## config.mk

```make
export PLATFORM = sky130hd
export DESIGN_NAME = ehlo_capability_line_parser
export DESIGN_NICKNAME = d
export VERILOG_FILES = /design/src/hdl/ecpl_pkg.sv /design/src/hdl/ecpl_core.sv /design/src/hdl/ehlo_capability_line_parser.sv
export VERILOG_INCLUDE_DIRS = /design/src /design/src/hdl
export SDC_FILE = /design/constraint.sdc
export NUM_CORES = 1
export LEC_CHECK = 0
export BUFFER_PORTS_ARGS = -buffer_cell sky130_fd_sc_hd__buf_2
export CAP_MARGIN = 10
export CELL_PAD_IN_SITES_DETAIL_PLACEMENT = 1
export CELL_PAD_IN_SITES_GLOBAL_PLACEMENT = 2
export CORE_ASPECT_RATIO = 0.9
export CORE_MARGIN = 2
export CORE_UTILIZATION = 42
export DETAILED_ROUTE_END_ITERATION = 10
export GPL_TIMING_DRIVEN = 0
export HOLD_SLACK_MARGIN = 0.12
export PLACE_DENSITY_LB_ADDON = 0.1
export SETUP_SLACK_MARGIN = 0.4
export SKIP_CTS_REPAIR_TIMING = 1
export SYNTH_ARGS = -nofsm -noshare
export SYNTH_HDL_FRONTEND = slang
export SYNTH_SLANG_ARGS = --single-unit
```

## constraint.sdc

```tcl
create_clock -name clk -period 8.59 [get_ports clk]
set_input_delay 0 -clock clk [delete_from_list [all_inputs] [get_ports clk]]
set_output_delay 0 -clock clk [all_outputs]
set_load 0.02 [all_outputs]
```

## src/hdl/ehlo_capability_line_parser_defines.svh

```systemverilog
// Assertion macros for the parser RTL
`ifndef EHLO_CAPABILITY_LINE_PARSER_DEFINES_SVH
`define EHLO_CAPABILITY_LINE_PARSER_DEFINES_SVH

// same-cycle implication
`define ECPL_ASSERT_IMP(label, ante, cons, msg) \
	label: assert property (@(posedge clk) disable iff (!arst_n) (ante) |-> (cons)) \
		else $error(msg);

// next-cycle implication
`define ECPL_ASSERT_NXT(label, ante, cons, msg) \
	label: assert property (@(posedge clk) disable iff (!arst_n) (ante) |=> (cons)) \
		else $error(msg);

`endif

```

## src/hdl/ecpl_pkg.sv

```systemverilog
`default_nettype none

package ecpl_pkg;

	localparam int unsigned SIZE_BITS     = 32;
	localparam int unsigned OUT_SIZE_BITS = 32;
	localparam logic [SIZE_BITS-1:0] SIZE_MAX = '1;

	localparam logic [7:0] CH_NUL  = 8'h00;
	localparam logic [7:0] CH_LF   = 8'h0A;
	localparam logic [7:0] CH_CR   = 8'h0D;
	localparam logic [7:0] CH_SP   = 8'h20;
	localparam logic [7:0] CH_DASH = 8'h2D;
	localparam logic [7:0] CH_EQ   = 8'h3D;
	localparam logic [7:0] CH_ZERO = 8'h30;
	localparam logic [7:0] CH_TWO  = 8'h32;
	localparam logic [7:0] CH_FIVE = 8'h35;
	localparam logic [7:0] CH_NINE = 8'h39;
	localparam logic [7:0] CH_LC_A = 8'h61;
	localparam logic [7:0] CH_LC_Z = 8'h7A;

	localparam logic [1:0] KW_STARTTLS   = 2'd0;
	localparam logic [1:0] KW_PIPELINING = 2'd1;
	localparam logic [1:0] KW_SIZE       = 2'd2;
	localparam logic [1:0] KW_AUTH       = 2'd3;

	localparam logic [3:0][79:0] KW_TXT = {
		{"AUTH", 48'h0},
		{"SIZE", 48'h0},
		"PIPELINING",
		{"STARTTLS", 16'h0}
	};
	localparam logic [3:0][3:0] KW_LEN = {4'd4, 4'd4, 4'd10, 4'd8};
	localparam logic [3:0] POS_MAX = 4'd15;

	localparam logic [1:0][39:0] MECH_TXT = {"LOGIN", "PLAIN"};
	localparam logic [2:0] MECH_LEN = 3'd5;

	typedef enum logic [2:0] {
		PH_CODE    = 3'd0,
		PH_SPACES  = 3'd1,
		PH_KEYWORD = 3'd2,
		PH_SIZE    = 3'd3,
		PH_AUTH    = 3'd4,
		PH_DEAD    = 3'd5
	} phase_t;

	typedef struct packed {
		logic       op;
		logic [7:0] byte_value;
		logic       last_byte;
	} req_t;

	typedef struct packed {
		logic                     has_starttls;
		logic                     has_pipelining;
		logic                     has_size;
		logic                     has_auth;
		logic                     auth_plain;
		logic                     auth_login;
		logic [OUT_SIZE_BITS-1:0] max_msg_size;
		logic                     size_clipped;
	} rsp_t;

	typedef struct packed {
		phase_t               line_phase;
		logic [3:0]           char_position;
		logic [3:0]           keyword_candidates;
		logic                 pending_terminator;
		logic [3:0]           capability_flags;
		logic [1:0]           mechanism_flags;
		logic [SIZE_BITS-1:0] stored_size;
		logic                 stored_clipped;
		logic [SIZE_BITS-1:0] size_accumulator;
		logic                 accumulator_clipped;
		logic                 digits_seen;
		logic [1:0]           token_candidates;
		logic [2:0]           token_position;
	} line_state_t;

	localparam line_state_t STATE_RESET = '{
		line_phase:          PH_CODE,
		char_position:       4'd0,
		keyword_candidates:  4'hF,
		pending_terminator:  1'b0,
		capability_flags:    4'h0,
		mechanism_flags:     2'b00,
		stored_size:         '0,
		stored_clipped:      1'b0,
		size_accumulator:    '0,
		accumulator_clipped: 1'b0,
		digits_seen:         1'b0,
		token_candidates:    2'b11,
		token_position:      3'd0
	};

	function automatic logic [7:0] kw_char(logic [1:0] k, logic [3:0] pos);
		logic [79:0] t;
		t = KW_TXT[k] << {pos, 3'b000};
		return t[79:72];
	endfunction

	function automatic logic [7:0] mech_char(logic m, logic [2:0] pos);
		logic [39:0] t;
		t = MECH_TXT[m] << {pos, 3'b000};
		return t[39:32];
	endfunction

endpackage

`default_nettype wire

```

## src/hdl/ecpl_core.sv

```systemverilog
`default_nettype none

module ecpl_core import ecpl_pkg::*; (
	input  wire logic clk,
	input  wire logic arst_n,
	input  wire logic advance,
	input  wire req_t item,
	output logic      res_valid,
	output rsp_t      res
);

	line_state_t state_q;
	line_state_t state_d;
	logic        fire;
	logic        crlf;

	function automatic logic [7:0] upcase(logic [7:0] c);
		return (c >= CH_LC_A && c <= CH_LC_Z) ? c - 8'h20 : c;
	endfunction

	function automatic line_state_t keyword_done(line_state_t s_in, logic [1:0] k,
			logic [7:0] sep);
		line_state_t s;
		s = s_in;
		s.capability_flags[k] = 1'b1;
		s.line_phase = PH_DEAD;
		if (k == KW_SIZE && sep == CH_SP) begin
			s.line_phase = PH_SIZE;
			s.size_accumulator = '0;
			s.accumulator_clipped = 1'b0;
			s.digits_seen = 1'b0;
		end else if (k == KW_AUTH && sep != CH_NUL) begin
			s.line_phase = PH_AUTH;
			s.token_candidates = 2'b11;
			s.token_position = 3'd0;
		end
		return s;
	endfunction

	function automatic line_state_t token_end(line_state_t s_in);
		line_state_t s;
		s = s_in;
		if (s.token_position == MECH_LEN) begin
			s.mechanism_flags = s.mechanism_flags | s.token_candidates;
		end
		s.token_candidates = 2'b11;
		s.token_position = 3'd0;
		return s;
	endfunction

	function automatic line_state_t size_store(line_state_t s_in);
		line_state_t s;
		s = s_in;
		if (s.digits_seen) begin
			s.stored_size = s.size_accumulator;
			s.stored_clipped = s.accumulator_clipped;
		end
		return s;
	endfunction

	function automatic line_state_t feed(line_state_t s_in, logic [7:0] c);
		line_state_t          s;
		logic [7:0]           uc;
		logic                 done;
		logic [3:0]           digit;
		logic [SIZE_BITS+3:0] wide;
		int unsigned          k;
		int unsigned          m;
		s = s_in;
		uc = upcase(c);
		done = 1'b0;
		digit = 4'(c - CH_ZERO);
		wide = '0;
		if (s.line_phase == PH_SPACES && c != CH_SP) begin
			s.line_phase = PH_KEYWORD;
			s.char_position = 4'd0;
			s.keyword_candidates = 4'hF;
		end
		unique case (s.line_phase)
			PH_CODE: begin
				if ((s.char_position == 4'd0 && c != CH_TWO) ||
						(s.char_position == 4'd1 && c != CH_FIVE) ||
						(s.char_position == 4'd2 && c != CH_ZERO) ||
						(s.char_position == 4'd3 && c != CH_SP && c != CH_DASH)) begin
					s.line_phase = PH_DEAD;
				end else if (s.char_position == 4'd3) begin
					s.line_phase = PH_SPACES;
					s.char_position = 4'd0;
				end else begin
					s.char_position = s.char_position + 4'd1;
				end
			end
			PH_SPACES: begin
			end
			PH_KEYWORD: begin
				for (k = 0; k < 4; k++) begin
					if (!done && s.keyword_candidates[2'(k)]) begin
						if (s.char_position < KW_LEN[2'(k)]) begin
							if (uc != kw_char(2'(k), s.char_position)) begin
								s.keyword_candidates[2'(k)] = 1'b0;
							end
						end else if (s.char_position == KW_LEN[2'(k)] &&
								(c == CH_SP || c == CH_EQ)) begin
							s = keyword_done(s, 2'(k), c);
							done = 1'b1;
						end else begin
							s.keyword_candidates[2'(k)] = 1'b0;
						end
					end
				end
				if (!done) begin
					if (s.char_position < POS_MAX) begin
						s.char_position = s.char_position + 4'd1;
					end
					if (s.keyword_candidates == 4'h0) begin
						s.line_phase = PH_DEAD;
					end
				end
			end
			PH_SIZE: begin
				if (c >= CH_ZERO && c <= CH_NINE) begin
					wide = ({4'b0000, s.size_accumulator} << 3) +
						({4'b0000, s.size_accumulator} << 1) + (SIZE_BITS+4)'(digit);
					if (wide > {4'b0000, SIZE_MAX}) begin
						s.size_accumulator = SIZE_MAX;
						s.accumulator_clipped = 1'b1;
					end else begin
						s.size_accumulator = wide[SIZE_BITS-1:0];
					end
					s.digits_seen = 1'b1;
				end else if (c == CH_SP && !s.digits_seen) begin
					s.digits_seen = 1'b0;
				end else begin
					s = size_store(s);
					s.line_phase = PH_DEAD;
				end
			end
			PH_AUTH: begin
				if (c == CH_SP || c == CH_EQ) begin
					s = token_end(s);
				end else if (s.token_position < MECH_LEN) begin
					for (m = 0; m < 2; m++) begin
						if (uc != mech_char(1'(m), s.token_position)) begin
							s.token_candidates[1'(m)] = 1'b0;
						end
					end
					s.token_position = s.token_position + 3'd1;
				end else begin
					s.token_candidates = 2'b00;
				end
			end
			default: begin
			end
		endcase
		return s;
	endfunction

	function automatic line_state_t finish_line(line_state_t s_in);
		line_state_t s;
		logic        done;
		int unsigned k;
		s = s_in;
		done = 1'b0;
		if (s.line_phase == PH_KEYWORD) begin
			for (k = 0; k < 4; k++) begin
				if (!done && s.keyword_candidates[2'(k)] &&
						s.char_position == KW_LEN[2'(k)]) begin
					s = keyword_done(s, 2'(k), CH_NUL);
					done = 1'b1;
				end
			end
		end else if (s.line_phase == PH_SIZE) begin
			s = size_store(s);
		end else if (s.line_phase == PH_AUTH) begin
			s = token_end(s);
		end
		s.line_phase = STATE_RESET.line_phase;
		s.char_position = STATE_RESET.char_position;
		s.keyword_candidates = STATE_RESET.keyword_candidates;
		s.pending_terminator = STATE_RESET.pending_terminator;
		s.size_accumulator = STATE_RESET.size_accumulator;
		s.accumulator_clipped = STATE_RESET.accumulator_clipped;
		s.digits_seen = STATE_RESET.digits_seen;
		s.token_candidates = STATE_RESET.token_candidates;
		s.token_position = STATE_RESET.token_position;
		return s;
	endfunction

	always_comb begin
		state_d = state_q;
		fire = 1'b0;
		crlf = (item.byte_value == CH_CR) || (item.byte_value == CH_LF);
		if (item.op) begin
			state_d.capability_flags = 4'h0;
			state_d.mechanism_flags = 2'b00;
			state_d.stored_size = '0;
			state_d.stored_clipped = 1'b0;
		end else if (crlf && !item.last_byte) begin
			state_d.pending_terminator = 1'b1;
		end else begin
			if (!crlf) begin
				if (state_d.pending_terminator) begin
					state_d = feed(state_d, CH_CR);
					state_d.pending_terminator = 1'b0;
				end
				state_d = feed(state_d, item.byte_value);
			end
			if (item.last_byte) begin
				state_d = finish_line(state_d);
				fire = 1'b1;
			end
		end
	end

	always_ff @(posedge clk or negedge arst_n) begin
		if (!arst_n) begin
			state_q <= STATE_RESET;
		end else if (advance) begin
			state_q <= state_d;
		end
	end

	assign res_valid = fire;

	always_comb begin
		res.has_starttls   = state_d.capability_flags[KW_STARTTLS];
		res.has_pipelining = state_d.capability_flags[KW_PIPELINING];
		res.has_size       = state_d.capability_flags[KW_SIZE];
		res.has_auth       = state_d.capability_flags[KW_AUTH];
		res.auth_plain     = state_d.mechanism_flags[0];
		res.auth_login     = state_d.mechanism_flags[1];
		res.max_msg_size   = OUT_SIZE_BITS'(state_d.stored_size);
		res.size_clipped   = state_d.stored_clipped;
	end

endmodule

`default_nettype wire

```

## src/hdl/ehlo_capability_line_parser.sv

```systemverilog
// Path: an accepted item is registered in the input register; when the output register is free
// the core advances on it, and a line-end result is loaded into the output register to be taken.
// Throughput: one item per cycle; while a finished result waits to be taken one more
// item is held in the input register, and the input stalls after that.
// Reset: capabilities, stored size and line state clear at once; no clearing pass.
`default_nettype none
`include "ehlo_capability_line_parser_defines.svh"

module ehlo_capability_line_parser import ecpl_pkg::*; (
	input  wire logic clk,
	input  wire logic arst_n,
	input  wire logic req_valid,
	output logic      req_stall,
	input  wire req_t req,
	output logic      rsp_valid,
	input  wire logic rsp_stall,
	output rsp_t      rsp
);

	logic valid_s1;
	req_t item_s1;
	logic out_free;
	logic advance;
	logic res_valid;
	rsp_t res;
	logic rsp_valid_q;
	rsp_t rsp_q;

	assign out_free  = !rsp_valid_q || !rsp_stall;
	assign advance   = valid_s1 && out_free;
	assign req_stall = valid_s1 && !out_free;

	always_ff @(posedge clk or negedge arst_n) begin
		if (!arst_n) begin
			valid_s1 <= 1'b0;
		end else if (!req_stall) begin
			valid_s1 <= req_valid;
		end
	end

	always_ff @(posedge clk) begin
		if (req_valid && !req_stall) begin
			item_s1 <= req;
		end
	end

	ecpl_core u_core (
		.clk       (clk),
		.arst_n    (arst_n),
		.advance   (advance),
		.item      (item_s1),
		.res_valid (res_valid),
		.res       (res)
	);

	always_ff @(posedge clk or negedge arst_n) begin
		if (!arst_n) begin
			rsp_valid_q <= 1'b0;
		end else if (out_free) begin
			rsp_valid_q <= advance && res_valid;
		end
	end

	always_ff @(posedge clk) begin
		if (advance && res_valid) begin
			rsp_q <= res;
		end
	end

	assign rsp_valid = rsp_valid_q;
	assign rsp       = rsp_q;

	`ECPL_ASSERT_NXT(a_s1_hold, valid_s1 && !out_free, valid_s1 && $stable(item_s1), "held item lost")
	`ECPL_ASSERT_NXT(a_line_end, advance && !item_s1.op && item_s1.last_byte, rsp_valid_q, "no result at line end")
	`ECPL_ASSERT_NXT(a_no_spurious, advance && (item_s1.op || !item_s1.last_byte), !rsp_valid_q, "result without line end")
	`ECPL_ASSERT_IMP(a_clip_max, rsp_valid_q && rsp_q.size_clipped, rsp_q.max_msg_size == OUT_SIZE_BITS'(SIZE_MAX), "clipped size not saturated")

endmodule

`default_nettype wire
```

**After elaboration in Yosys (flattened, before gate mapping)**

Cells that the tools add are included.

- Register bits after elaboration: 141
- Input port bits: 14
- Output and inout bits: 41
- Word-level logic and storage cells: 382

- $add $sub $neg: 9
- Order comparisons: 16
- Eq/ne operators: 48
- Shift operators: 12
- Mux-type cells: 209
- Bitwise logic cells: 4
- Reductions and logical operators: 58

Operator list:

| operator | count |
|---|---|
| $mux W90 | 28 |
| $mux W87 | 12 |
| $shl A79 B7 Y80 const A | 8 |
| $mux W78 | 5 |
| $pmux W83 S3 | 1 |
| $mux W77 | 3 |
| $mux W76 | 3 |
| $mux W75 | 3 |
| $shl A39 B6 Y40 const A | 4 |
| $mux W74 | 2 |
| $mux W11 | 9 |
| $mux W33 | 3 |
| $mux W1 | 97 |
| $mux W84 | 1 |
| $mux W69 | 1 |
| $mux W34 | 2 |
| $mux W67 | 1 |
| $mux W51 | 1 |
| $ne A4 B8 Y1 const A | 6 |
| $ne A8 B8 Y1 | 6 |
| $ne A8 B6 Y1 const B | 5 |
| $mux W39 | 1 |
| $add A35 B33 Y36 | 1 |
| $add A36 B4 Y36 | 1 |
| 42 further kinds | 152 |

**Logic depth before layout (Yosys ltp)**

Gate-level depths: netlist of run 1.

- Depth in word-level cells: 103
- Gate-level depth with buffers: 27
- Gate-level depth less buffers: 23

**By module**

Synthesis of run 1 repeated with hierarchy kept, for this count alone.

- Cell total of the unflattened synthesis: 1307
- Area total of the unflattened synthesis: 11462.2 sq um

Modules (own cells, without submodules):

| module | instances | cells each | area an instance (sq um) | sequential area each (sq um) |
|---|---|---|---|---|
| ecpl_core | 1 | 1247 | 9892.0 | 2259.7 |
| ehlo_capability_line_parser | 1 | 60 | 1570.3 | 1521.5 |

**Worst setup path after synthesis of run 1**

Ideal clock, no wire load.

- Path type: reg2reg
- Start: reg u_core.state_q[87] (netlist bit)
- End: reg rsp_q (netlist bit rsp[16]) (data pin)
- Library setup time: 271 ps
- Data arrival time: 5168 ps
- Required time: 8319 ps
- Setup slack: 3151 ps
- Cell stages (with the launch flop): 27
- Path buffers: 5
- Clock period less this slack: 5439 ps
- Cells stage by stage: dfrtp_1 -> buf_4 -> or3b_1 -> clkbuf_1 -> nand2_1 -> inv_1 -> ha_1 -> or2_2 -> o211ai_1 -> a22o_1 -> nor2_2 -> inv_1 -> ha_1 -> inv_1 -> or4_4 -> or3_4 -> o41ai_2 -> o21ai_2 -> nand3_2 -> o21ai_2 -> or3b_1 -> buf_2 -> or3_1 -> buf_6 -> buf_2 -> a211oi_1 -> nor4_1

RTL lines:

| item | RTL line | source |
|---|---|---|
| start, declared | ecpl_core.sv:12 | `line_state_t state_q;` |
| start signal, assigned | ecpl_core.sv:219 | `state_q <= state_d;` |
| end signal, assigned | ehlo_capability_line_parser.sv:66 | `rsp_q <= res;` |
| end, declared | ehlo_capability_line_parser.sv:27 | `rsp_t rsp_q;` |

==> results list, run 1 <==
- Reg-to-reg critical path endpoint: rsp[5]
- Wire length of the first global-routing pass: between 60000 and 70000 um
- For flop-to-flop paths, the worst setup slack is 1.59 ns.
- Latest clock arrival within the worst-skew pair: 0.44 ns
- Synth Area in Compound Gates: 25.8%
* Starting density of the core: 42.7%
* Worst Max-Slew Pin Slew: ~1.0 ns
- Headroom to the max-slew limit came out at 30.1%.
- Entering global routing, the biggest net connects 54 pins.
- Dominant synthesized flop cell: sky130_fd_sc_hd__dfrtp_1
- Net count of the mapped netlist: 1393
- Number of nets in the final layout: 1483
- In the final timing run, aggregate negative setup slack is 0 ns.
- Drt first pass iters: 5
- The biggest area contributor in the post-synthesis netlist is sky130_fd_sc_hd__dfrtp_1.
- The worst register-to-register path has a depth of 25.
* Number of synthesized flops with an enable pin: 49
- Drt wl/cell: 24.4 um
- Adder-Cell Fraction of Synth Area: a little under a tenth
- The commonest cells after synthesis are 150 x sky130_fd_sc_hd__nand2_1, 124 x sky130_fd_sc_hd__nor2_1, 110 x sky130_fd_sc_hd__a21oi_1, 102 x sky130_fd_sc_hd__o21ai_0, 86 x sky130_fd_sc_hd__dfrtp_1.
* Violation count after the first detailed-route iteration: 1016
- After synthesis the netlist holds a flip-flop and latch count of 141.
- In this run the number of H-tree levels came out at 4.
- DRC: 0
- The total area inside the core boundary comes to 26000 sq um.
- The global routing stage identified its most utilized layer as met1.
- Hold Crit Class: in2async
- For this run, global-route usage on met1 was measured as 47.1%.
- Final instance count without filler cells: 1749
- Final critical path time including I/O delays and setup: ~7.0 ns
* Final weighted congestion of routability-driven global placement: 0.927
- Launching point of the worst reg2reg path: u_core.state_q[87]
- Top post-synthesis cells by area: sky130_fd_sc_hd__dfrtp_1 19%, sky130_fd_sc_hd__edfxtp_1 13%, sky130_fd_sc_hd__ha_1 8.9%
* Worst clock skew: 0.0123 ns
- After Yosys synthesis, and, or, nand and nor cells account for 19.6% of the synthesized area.
- Final antenna diode count: 0
- Across the VDD grid, the largest voltage drop is 0.000147 V.
- The synthesized netlist occupies a cell area of 11100 sq um.
- Number of antenna violations at the first check in global routing: 0
- Register area share after synthesis: around a third
- Counting stages on the worst path, the most repeated cell is sky130_fd_sc_hd__inv_1.
* Aggregate global-route resource usage: 31.0%
- Summed over its instances, the top area cell type makes up between 10% and 20% of the synthesized netlist area.
- After synthesis, the largest family of logic cells by area is compound AO/OA/AOI/OAI gates.
- Number of rows in the core area: 56
- Of the post-synthesis cell area, the part taken by muxes is 3.74%.
- Following the worst setup path forward leads to its endpoint at rsp[5].
- Total congestion overflow after global routing: 0
* ANT nets after route: 0
* RSZ-0062 raised after global routing: no
- Detailed placement finished with a half-perimeter wire length of 32900 um.
- Met2 Usage GRT: 44.8%
* Power density normalized to cell area: between 150 and 200 nW/um^2
- The detailed router placed 10900 vias in this run.
- The die is 158 um tall.
- Max-Cap Viols: 0
- Largest fanout on the critical path: 10
* Buffer type at the clock tree root: sky130_fd_sc_hd__clkbuf_16
- Compared with the post-synthesis result, the final layout area differs by 13.9%.
* Number of buffers between clock root and the deepest sink: 2
- In the routed layout, each cell is associated on average with a via count of 6.24.
* Vias in the first global route: 10800
- Data required time of the critical path: 8.73 ns
- Static timing analysis puts the maximum clock frequency at between 100 and 150 MHz.
- STA classifies the critical path endpoint as a register.
* Peak per-stage delay on the critical path: 0.74 ns
- After clock tree synthesis, the clock-pin slew on the worst setup and hold paths is 0.07 ns.
* Number of clock buffers inserted by TritonCTS: 17
- Wires add up to 42700 um.
- Critical setup path kind: reg2reg
- Buffers placed on the I/O ports in this run total 54.
- The analysis attributes to cell leakage a power of roughly 0.0054 uW.
- Max-slew violations: 0
* Fraction of layout cells with a size suffix above 1: 11.6%
- Cell with the most instances after synthesis: sky130_fd_sc_hd__nand2_1
- Number of distinct standard cells referenced by the synthesized netlist: 94
- The floorplan step defined a die boundary enclosing 27700 sq um.
* Clk sink count: 141
* Overall die width: 175 um
* Global-route track usage on met3: 8.05%
* Number of standard cells after synthesis: 1298
- Of the total synthesized cell area, the portion taken by XOR and XNOR cells is 3.24%.
- Crit path from: u_core.state_q[87]
- Yosys warning count: 0
- Slowest cell on crit path: sky130_fd_sc_hd__a221oi_1
- Avg Inst Size Synth: 8.55 sq um
- Number of failing hold endpoints at the final stage: 0
- At the worst endpoint, the arrival time is 7.14 ns.
* Critical Path Start Type: register
- Cell count after placement: 1703
- Setup violations remaining at the end of the flow were counted as 0.
- I/O pins: 55
* Run status: finished clean
- TritonCTS built the clock tree.
- Share of flip-flops with an asynchronous set or reset after synthesis: 65.2%
* Period utilisation layout: 81.5%
## critical path, delay by kind of cell (launching register included)
kind,cells,cell delay (ns)
AND/OR/NAND/NOR,10,2.91
AO/OA/AOI/OAI,6,1.68
buffers and inverters,7,1.24
flip-flops,1,0.33
adder cells (fa/ha/maj),2,0.53
## sequential cells by signal, indices dropped and copies added, names as in the netlist
name and cells:
u_core.state_q 90, rsp 39, item_s1 10, rsp_valid 1, valid_s1 1
## worst min-delay path by stage
| stage | endpoint | slack [ns] | cells past startpoint |
|---|---|---|---|
| finish | u_core.state_q[0] | 0.09 | 2 |
| global route | u_core.state_q[0] | 0.13 | 2 |
| CTS | u_core.state_q[0] | -0.44 | 1 |
| detailed placement | u_core.state_q[0] | 0.03 | 1 |
| global placement | item_s1[8] | 0.18 | 1 |
| floorplan | rsp_valid | -0.30 | 0 |
## placed cells by master (no fill, tap or decap), drive strengths merged, types with 18 or more instances in the layout
cell	synthesis	routed
nor4	21	21
ha	79	79
a21oi	111	111
nand3	28	28
nand2	150	150
mux2i	22	22
clkbuf	56	74
buf	22	79
nand2b	19	19
xnor2	26	26
dfrtp	86	86
a21o	25	25
o21ai	116	116
nor2	126	126
nor3	18	18
edfxtp	49	49
inv	38	44
o211ai	19	19
## where the power goes
group	switching, uW	total, uW	internal, uW
Clock	326	799	473
Sequential	43.9	782	739
Combinational	595	885	290
Total	965	2470	1500
## cell type report
type                       count  area [sq um]
fill                        3119         13400
multi-input combinational   1041          6850
sequential                   141          3780
timing repair buffer          71           475
clock buffer                  18           439
tap                          348           435
buffer                        78           333
clock inverter                14           183
inverter                      38           143
## kinds of logic (layout without fill, tap and decap cells)
kind of cell             after synthesis  in the layout
AO/OA/AOI/OAI                        435            435
XOR/XNOR                              41             41
adder cells (fa/ha/maj)               81             81
buffers and inverters                116            219
flip-flops                           141            141
multiplexers                          37             37
AND/OR/NAND/NOR                      447            447
## layer usage
metal	vias to the layer above	share of wire [%]
met5	-	0
met4	0	0.49
met3	20	8.4
met2	387	42
met1	5510	50
li1	5001	-
## metrics by stage
stage	hold slack (ns)	utilization, %	cell area [sq um]	total power [uW]	setup slack (ns)
after floorplan	-0.296	-	11100	1370	3.15
after global placement	0.177	45.4	11800	1630	1.90
after detailed placement	0.0312	45.7	11900	1640	1.86
after CTS	-0.435	48.1	12500	2440	1.80
after global routing	0.133	48.6	12600	2580	1.28
final	0.0865	48.6	12600	2470	1.59
No activity file was read; power rests on OpenSTA's default activity.
==> inputs of run 2 (changes only) <==
CORE_UTILIZATION = 39   (was 42)
clock period = 7.07 ns   (was 8.59 ns; I/O delays follow)
==> run 2 against run 1 <==
Net effect: clock power increased by 11%; die area increased by 7.5%; fmax increased by 9.6%; sequential share of layout area fell by 0.32 points; register-to-register slack got worse by 0.91 ns; sequential power rose by 22%; flip-flop and latch count unchanged; critical path type unchanged.
==> results list, run 2 (synthesis gave the netlist of run 1 again) <==
* Violation count after the first detailed-route iteration: 782 (was 1016)
- Wire length of the first global-routing pass: 65300 um (was 65100 um)
* Run status: finished clean (unchanged)
- The initial antenna violation count is 0 (unchanged).
* Total core area: 27900 sq um (was 26000 sq um)
* Internal power: 1740 uW (was 1500 uW)
- The power dissipated by switching net loads is 1190 uW (was 965 uW).
* Clk pwr share: 30.2% (was 32.4%)
- The maximum number of pins on one net before global-route repair was 54 (unchanged).
- The half-perimeter wire length of the detailed placement result is 33000 um (was 32900 um).
- Crit path from: u_core.state_q[87] (unchanged)
- Area of the multi-input gates: 7010 sq um (was 6850 sq um)
- The time the final worst path needs with I/O delays and setup is 6.39 ns (was 7.00 ns).
- The share of cells above drive strength 1 came to 13.3% (was 11.6%).
- Total congestion overflow after global routing: 0 (unchanged)
- The total number of vias came to 10900 (about the same).
- Number of clock buffers inserted by TritonCTS: 17 (unchanged)
- Layout Area Growth over Synthesis: 15.1% (was 13.9%)
- Largest fanout on the critical path: 10 (unchanged)
- The commonest non-fill, non-tap cell in the layout is sky130_fd_sc_hd__nand2_1 (unchanged).
- The category of the worst setup path capture point was a register (unchanged).
* Net Sw Frac: 40.6% (was 39.1%)
* ANT nets after route: 0 (unchanged)
* Worst Max-Slew Pin Slew: 1.03 ns (was 1.04 ns)
- Max-slew violations: 0 (unchanged)
- The sequential standard cell area was 3780 sq um (unchanged).
* Peak supply drop: 0.000168 V (was 0.000147 V)
* Critical Path Start Type: register (unchanged)
* Latest clock arrival within the worst-skew pair: 0.45 ns (was 0.44 ns)
* Relative contribution of sequential cells to total power: 32.4% (was 31.7%)
* Maximum operating frequency: 156 MHz (was 143 MHz)
- Starting density of the core: 39.7% (was 42.7%)
* Vias in the first global route: 10600 (was 10800)
- The setup violation total in the final timing report came to 0 (unchanged).
- Max-Cap Viols: 0 (unchanged)
- Die Outline Area: 29800 sq um (was 27700 sq um)
* Drt wl/cell: 24.3 um (was 24.4 um)
- Hold Crit Class: in2async (unchanged)
- The worst reg-to-reg setup slack came to 0.68 ns (was 1.59 ns).
- Via density per instance: 6.15 (was 6.24)
* Clock edge transition at the registers on the reported setup and hold paths: 0.07 ns (about the same)
* Power density normalized to cell area: 230 nW/um^2 (was 195 nW/um^2)
* Number of buffers between clock root and the deepest sink: 2 (unchanged)
- Top library cells by usage in the layout, fill and taps aside: 150 x sky130_fd_sc_hd__nand2_1, 124 x sky130_fd_sc_hd__nor2_1, 110 x sky130_fd_sc_hd__a21oi_1 (unchanged).
- Buffer type at the clock tree root: sky130_fd_sc_hd__clkbuf_16 (unchanged)
- Register with the most flip-flops: u_core.state_q (unchanged)
* I/O pins: 55 (unchanged)
- The leakage power of the design was 0.00545 uW (was 0.00541 uW).
- Number of rows in the core area: 58 (was 56)
- CTS tree: done (unchanged)
* Fillcell total: 3310 (was 3119)
* Overall die width: 182 um (was 175 um)
- Reg-to-reg critical path endpoint: rsp[21] (was rsp[5])
- Worst EP arrival: 6.63 ns (was 7.14 ns)
* Combinational Power Share: 37.4% (was 35.9%)
- The total global routing track utilization was 29.1% (was 31.0%).
* H-tree lvl count: 4 (unchanged)
* Launching point of the worst reg2reg path: u_core.state_q[87] (unchanged)
- Cells on worst reg2reg path: 26 (was 25)
* Final weighted congestion of routability-driven global placement: 0.929 (was 0.927)
- The post-route clock period utilization was 90.4% (was 81.5%).
- The end point of the critical path is rsp[21] (was rsp[5]).
- The worst-case headroom to the max-slew limit is 31.2% (was 30.1%).
* Routed wire length: 43000 um (was 42700 um)
* Critical setup path kind: reg2reg (unchanged)
- The required arrival time at the worst endpoint came to 7.31 ns (was 8.73 ns).
- RSZ-0062 raised after global routing: no (unchanged).
- Share of the core filled with cells: 45.7% (was 48.6%)
* Sum of negative setup slack: 0 ns (unchanged)
- The height of the die was 164 um (was 158 um).
- The quantity of I/O buffers inserted on ports came to 54 (unchanged).
- Number of flip-flops under the largest register name: 90 (unchanged)
- The count of final hold-check violations is 0 (unchanged).
- Number of nets in the final layout: 1487 (was 1483)
* Drt first pass iters: 5 (unchanged)
* DRC: 0 (unchanged)
- Final antenna diode count: 0 (unchanged)
- The TritonCTS sink count is 141 (unchanged).
- Worst clock skew: 0.0139 ns (was 0.0123 ns)
-- run 2: per-layer routing --
metal	track usage (%)	share of wire (%)	vias up
met5	0	0	-
met4	5.17	0.87	0
met3	6.39	6.9	32
met2	41.3	41	319
met1	45.0	51	5495
li1	-	-	5013
-- run 2: worst min-delay path by stage --
stage,startpoint,end,slack (ns),cells after the start
after global placement,req[1],item_s1[1],0.18,1
after floorplan,arst_n,rsp_valid,-0.30,0
after global routing,arst_n,u_core.state_q[84],0.13,2
after CTS,arst_n,u_core.state_q[84],-0.44,1
final,arst_n,u_core.state_q[88],0.1,2
after detailed placement,arst_n,u_core.state_q[0],0.04,1
-- run 2: critical path: stages (launching register included) --
cell and delay (ns):
sky130_fd_sc_hd__dfrtp_1 0.35, sky130_fd_sc_hd__buf_4 0.17, sky130_fd_sc_hd__or3b_1 0.35, sky130_fd_sc_hd__clkbuf_1 0.17, sky130_fd_sc_hd__nand2_1 0.12, sky130_fd_sc_hd__inv_1 0.06, sky130_fd_sc_hd__ha_1 0.22, sky130_fd_sc_hd__or2_2 0.30
sky130_fd_sc_hd__o211ai_1 0.23, sky130_fd_sc_hd__a22o_2 0.29, sky130_fd_sc_hd__nor2_4 0.10, sky130_fd_sc_hd__inv_1 0.20, sky130_fd_sc_hd__ha_2 0.27, sky130_fd_sc_hd__inv_1 0.10, sky130_fd_sc_hd__or4_4 0.57, sky130_fd_sc_hd__or3_4 0.42
sky130_fd_sc_hd__o41ai_2 0.14, sky130_fd_sc_hd__o21ai_2 0.10, sky130_fd_sc_hd__nand3_2 0.13, sky130_fd_sc_hd__o21ai_2 0.08, sky130_fd_sc_hd__or3b_1 0.38, sky130_fd_sc_hd__buf_2 0.18, sky130_fd_sc_hd__or3_1 0.34, sky130_fd_sc_hd__buf_6 0.17
sky130_fd_sc_hd__buf_6 0.17, sky130_fd_sc_hd__mux2_4 0.32, sky130_fd_sc_hd__nor2_1 0.24
-- run 2: power by group through the flow --
| stage | registers (uW) | logic (uW) | clock network, uW |
|---|---|---|---|
| after floorplan | 953 | 714 | 0 |
| after global placement | 964 | 1020 | 0 |
| after detailed placement | 965 | 1030 | 0 |
| after CTS | 950 | 1040 | 896 |
| after global routing | 957 | 1190 | 923 |
| final | 952 | 1100 | 888 |
-- run 2: cell type report --
class / instances / share of cell area (%)
plain buffers: 78 / 2.63
clock buffers: 19 / 3.63
clock inverters: 13 / 0.803
inverters: 38 / 1.12
multi-input cells: 1041 / 54.9
flip-flops and latches: 141 / 29.6
well taps: 360 / 3.53
repair buffers: 75 / 3.80
-- run 2: through the flow --
step	hold WS, ns	setup WS (ns)	cells	total power, uW	instance area [sq um]
global route	0.127	0.432	1765	3070	12800
finish	0.0990	0.679	1765	2940	12800
CTS	-0.440	0.224	1746	2890	12400
detailed placement	0.0399	0.266	1714	2000	11900
global placement	0.177	0.204	1712	1980	11800
floorplan	-0.296	1.63	1298	1670	11100
